`src/rtl/multiport_latency_memory_top_defines.svh`:
```
// assertion macros for the multiport latency memory
`ifndef MULTIPORT_LATENCY_MEMORY_TOP_DEFINES_SVH
`define MULTIPORT_LATENCY_MEMORY_TOP_DEFINES_SVH

// condition must never hold outside reset
`define MLM_ASSERT_NEVER(label, clk, rst_n, cond, msg) \
    label: assert property (@(posedge clk) disable iff (!(rst_n)) !(cond)) \
        else $error(msg);

// antecedent implies consequent in the same cycle
`define MLM_ASSERT_IMPL(label, clk, rst_n, ante, cons, msg) \
    label: assert property (@(posedge clk) disable iff (!(rst_n)) (ante) |-> (cons)) \
        else $error(msg);

`endif

```
`src/rtl/mlm_pkg.sv`:
```
// shared types and constants of the multiport latency memory
`timescale 1ns / 1ps
package mlm_pkg;

    localparam int CMD_W  = 2;
    localparam int STAT_W = 2;
    localparam int CFG_W  = 5;
    localparam int LAT_W  = 5;
    localparam int PC_W   = 3;

    typedef enum logic [CMD_W-1:0] {
        CMD_TICK   = 2'd0,
        CMD_READ   = 2'd1,
        CMD_WRITE  = 2'd2,
        CMD_CANCEL = 2'd3
    } t_cmd;

    typedef enum logic [STAT_W-1:0] {
        ST_READ = 2'd0,
        ST_WACK = 2'd1,
        ST_DROP = 2'd2
    } t_status;

    typedef enum logic {
        CFG_LATENCY    = 1'b0,
        CFG_PORT_COUNT = 1'b1
    } t_cfg_index;

    typedef enum logic [3:0] {
        S_IDLE,
        S_SERVE,
        S_SERVE_DATA,
        S_DROP,
        S_TSCAN,
        S_QWAIT,
        S_QCHECK,
        S_CSCAN,
        S_FLUSH
    } t_state;

    typedef struct packed {
        logic       busy;
        logic [3:0] pend_count;
        logic [6:0] queue_count;
        logic [3:0] free_ports;
    } t_back_stat;

endpackage

```
`src/rtl/mlm_front.sv`:
```
// front end: request intake, command decode and two entry queue to the engine
`timescale 1ns / 1ps
module mlm_front #(
    parameter int TAG_BITS  = 8,
    parameter int ADDR_BITS = 10,
    parameter int WORD_BITS = 32
) (
    input  logic                       i_clk,
    input  logic                       i_rst_n,
    input  logic                       i_valid,
    output logic                       o_ready,
    input  logic [mlm_pkg::CMD_W-1:0]  i_cmd,
    input  logic [TAG_BITS-1:0]        i_tag,
    input  logic [ADDR_BITS-1:0]       i_addr,
    input  logic [WORD_BITS-1:0]       i_data,
    output logic                       o_valid,
    input  logic                       i_ready,
    output mlm_pkg::t_cmd              o_cmd,
    output logic [TAG_BITS-1:0]        o_tag,
    output logic [ADDR_BITS-1:0]       o_addr,
    output logic [WORD_BITS-1:0]       o_data
);

    localparam int EW = mlm_pkg::CMD_W + TAG_BITS + ADDR_BITS + WORD_BITS;

    logic [EW-1:0] r_buf [2];
    logic          r_wptr;
    logic          r_rptr;
    logic [1:0]    r_cnt;
    logic          n_wptr;
    logic          n_rptr;
    logic [1:0]    n_cnt;
    logic          push;
    logic          pop;
    logic [EW-1:0] head;

    assign o_ready = (r_cnt != 2'd2);
    assign o_valid = (r_cnt != 2'd0);
    assign push    = i_valid && o_ready;
    assign pop     = o_valid && i_ready;
    assign head    = r_buf[r_rptr];
    assign o_cmd   = mlm_pkg::t_cmd'(head[mlm_pkg::CMD_W-1:0]);
    assign o_tag   = head[mlm_pkg::CMD_W +: TAG_BITS];
    assign o_addr  = head[mlm_pkg::CMD_W + TAG_BITS +: ADDR_BITS];
    assign o_data  = head[mlm_pkg::CMD_W + TAG_BITS + ADDR_BITS +: WORD_BITS];

    always_comb begin
        n_wptr = push ? !r_wptr : r_wptr;
        n_rptr = pop ? !r_rptr : r_rptr;
        n_cnt  = r_cnt;
        if (push && !pop) begin
            n_cnt = r_cnt + 2'd1;
        end else if (pop && !push) begin
            n_cnt = r_cnt - 2'd1;
        end
    end

    always_ff @(posedge i_clk) begin
        if (!i_rst_n) begin
            r_wptr <= 1'b0;
            r_rptr <= 1'b0;
            r_cnt  <= 2'd0;
        end else begin
            r_wptr <= n_wptr;
            r_rptr <= n_rptr;
            r_cnt  <= n_cnt;
        end
    end

    always_ff @(posedge i_clk) begin
        if (push) begin
            r_buf[r_wptr] <= {i_data, i_addr, i_tag, i_cmd};
        end
    end

endmodule

```
`config.mk`:
```
export PLATFORM = sky130hd
export DESIGN_NAME = mlm_front
export DESIGN_NICKNAME = d
export VERILOG_FILES = /design/src/rtl/multiport_latency_memory_top_defines.svh /design/src/rtl/mlm_pkg.sv /design/src/rtl/mlm_front.sv
export SDC_FILE = /design/constraint.sdc
export NUM_CORES = 1
export LEC_CHECK = 0
export ABC_AREA = 1
export BUFFER_PORTS_ARGS = -buffer_cell sky130_fd_sc_hd__buf_2
export CAP_MARGIN = 20
export CORE_MARGIN = 2
export CORE_UTILIZATION = 55
export DETAILED_ROUTE_END_ITERATION = 16
export PLACE_DENSITY = 0.86
export SLEW_MARGIN = 20
export SYNTH_ARGS = -nofsm -noshare
export SYNTH_HDL_FRONTEND = slang
export SYNTH_SLANG_ARGS = --single-unit
```
`constraint.sdc`:
```
create_clock -name i_clk -period 9.13 [get_ports i_clk]
set_clock_uncertainty 0.05 [all_clocks]
set_input_delay 1.826 -clock i_clk [delete_from_list [all_inputs] [get_ports i_clk]]
set_output_delay 1.826 -clock i_clk [all_outputs]
set_load 0.01 [all_outputs]
```
==> results_dict.tcl <==
set metrics [dict create \
    cts_hold_buf 0 \
    drt-wirelength-per-cell_um 15.2 \
    drt_iter0_drc 56 \
    reg2reg_depth 5 \
    grt_antenna_before_repair 0 \
    ys_ff_latch 109 \
    n_fill_cell 549 \
    largest_family_of_logic_cells_by_synthesized_area "multiplexers" \
    routed-via-count 2059 \
    cts-resized-gates 0 \
    netlist_instances 199 \
    layout_stage_area_growth_over_the_synthesis_result_pct 17.9 \
    yosys.area.top_type "edfxtp_1" \
    yosys-top-cells-area "edfxtp_1 (74%), mux2_4 (18%), buf_12 (2.4%), dfxtp_1 (2.4%), nand2_1 (0.80%)" \
    drt_pre_antenna_iters 4 \
    dp_hpwl_mm 4.19 \
    max_cap_viols 0 \
    slew-limit-headroom_pct 36.9 \
    fraction_of_the_mapped_netlist_area_in_adder_cells_pct 0.295 \
    global_route.overflow_total 0 \
    setup_viol 0 \
    ys_types 15 \
    p_leak_nw 1.98 \
    remaining_drc_errors 0 \
    insertion_delay_ps 350 \
    part_of_the_yosys_area_used_for_sequential_elements_pct 75.9 \
    clockRootBuffer "clkbuf_8" \
    antennaDiodeCount 0 \
    worst_slew_pin_slew_ps 946 \
    port_buffers 109 \
    whs_path_depth 2 \
    synth.top_cell.area_share_pct 73.5 \
    placeableCoreArea_sq_mm 0.00761 \
    gp_routability_congestion 0.706 \
    numCtsBuffers 9 \
    final.setup.tns_ps 0 \
    worst-r2r-setup-slack_ps 7330 \
    final_min_period_over_clock_period_pct 41.3 \
    synth.yosys.warnings 0 \
    nets 372 \
    finalMaxSlewViolations 0 \
    floorplan.die.width_um 91.9 \
    rsz0062_at_grt "no" \
    syn_nets 256 \
    wire_length_of_the_first_global_routing_pass_mm 9.52 \
    ios 110 \
    drt.antenna.violating_nets 0 \
    htree_num_levels 3 \
    cts.path.max_buffers 2 \
    rows 32 \
    cts_sinks 109 \
    timing.critical_path.from_type "flip-flop" \
    synth_area_sq_mm 0.00425 \
    vias_per_cell 4.89 \
    design.die.area_sq_mm 0.00844 \
    post_synthesis_compound_gate_area_fraction_pct 0.530 \
    worst-endpoint-arrival_ps 1900 \
    timing.rr.start "r_cnt[0]" \
    destination_of_the_worst_hold_path "r_rptr" \
    endpoint_kind "primary output" \
    track_usage_pct 15.3 \
    yosys.area_share.xor_xnor_pct 0 \
    ir_worst_vdd_mv 0.191 \
    status "completed" \
    finalHoldViolCount 0 \
    critical_path_peak_fanout 52 \
    p_per_area_mw_per_mm2 250 \
    maxClockFrequency_ghz 0.265 \
    hp-class "flip-flop to flip-flop" \
    cts.repair_timing.setup_buffer_count 0 \
    cts_tree "yes" \
    grt_max_degree 53 \
    first_global_vias 2039 \
    required_ps 7250 \
    cts.reportedPaths.clkPinSlew_ps 90 \
    final_core_utilization_pct 65.8 \
    routed_wirelength_mm 6.39 \
    syn_area_per_cell_sq_um 21.3 \
    hold_path_startpoint "r_rptr" \
    synth.mux.area_fraction_pct 18.2 \
    post_synth_and_or_nand_nor_area_fraction_pct 1.77 \
    crit_type "flip-flop to primary output" \
    drive_gt1_share_pct 56.1 \
    start_util_pct 55.8 \
    fin_crit_period_ps 3770 \
    floorplan.die.height_um 91.9 \
    r2r_path_end "r_buf[1][32]" \
]
-- Yosys cell counts --
cell        n
dfxtp_1     5
mux2_2      2
buf_6       1
o21ai_0     2
nand3_1     1
nand4_1     1
nor2_1      8
ha_1        1
nand2_1     9
o21a_1      1
a21oi_1     1
inv_1       8
buf_12      5
edfxtp_1  104
mux2_4     50
-- area by class of cell --
cell class,instances,area [sq um],area share [%]
inverter,8,30.0,0.600
tap,102,128,2.55
clock inverter,6,40.0,0.800
sequential,109,3230,64.4
multi-input combinational,76,898,17.9
clock buffer,9,124,2.47
timing repair buffer,111,561,11.2
-- where the power goes --
part	switching, W	internal (W)	total, W
sequential	0.0000535	0.000633	0.000686
combinational	0.000143	0.000175	0.000319
clock	0.000150	0.0000973	0.000247
total	0.000346	0.000906	0.00125
-- metrics by stage --
step	cells	power [W]	worst slack [ps]	hold WS, ps	area, sq um
CTS	421	0.00126	5300	470	5010
global route	421	0.00131	5240	503	5010
finish	421	0.00125	5360	468	5010
global placement	406	0.00101	5690	426	4840
floorplan	199	0.000931	4520	417	4250
detailed placement	406	0.00102	5700	448	4840
-- cell usage in the layout (no fill, tap or decap) --
master / Yosys / layout
edfxtp_1: 104 / 104
ha_1: 1 / 1
clkinv_4: 0 / 1
inv_1: 8 / 8
nor2_4: 0 / 2
clkbuf_8: 0 / 9
buf_2: 0 / 109
a21oi_1: 1 / 1
dfxtp_1: 5 / 4
clkinv_1: 0 / 2
mux2_2: 2 / 2
o21a_1: 1 / 1
o21ai_0: 2 / 2
clkinvlp_4: 0 / 2
nand4_1: 1 / 1
inv_6: 0 / 1
nand3_1: 1 / 1
dfxtp_4: 0 / 1
nor2_1: 8 / 6
buf_4: 0 / 2
nand2_1: 9 / 9
mux2_4: 50 / 50
-- sequential cells by signal (all words and copies together), names as in the netlist, named ones only --
| signal | flops |
|---|---|
| r_rptr | 1 |
| r_cnt | 2 |
| r_buf | 104 |
| r_wptr | 1 |
-- metal layers --
metal,GRT usage (%),wire (um)
met5,0,0
met1,17.8,2700
met3,4.85,425
met2,25.7,3150
met4,7.21,109
-- kinds of logic after synthesis --
logic type	after synthesis
AO/OA/AOI/OAI	4
flip-flops	109
adder cells (fa/ha/maj)	1
AND/OR/NAND/NOR	19
buffers and inverters	14
multiplexers	52
-- worst max-delay path, cell delays in order (launching register included) --
cell,delay (ps)
dfxtp_4,990
mux2_2,410
buf_2,140
-- worst max-delay path by stage --
stage                    from     endpoint  cells after the start
floorplan             i_valid  r_buf[0][0]                      2
global placement    flip-flop   o_data[24]                      2
detailed placement  flip-flop   o_data[24]                      2
CTS                 flip-flop   o_data[24]                      2
global route        flip-flop   o_data[24]                      2
finish              flip-flop   o_data[23]                      2
(Power assumes the default switching activity.)
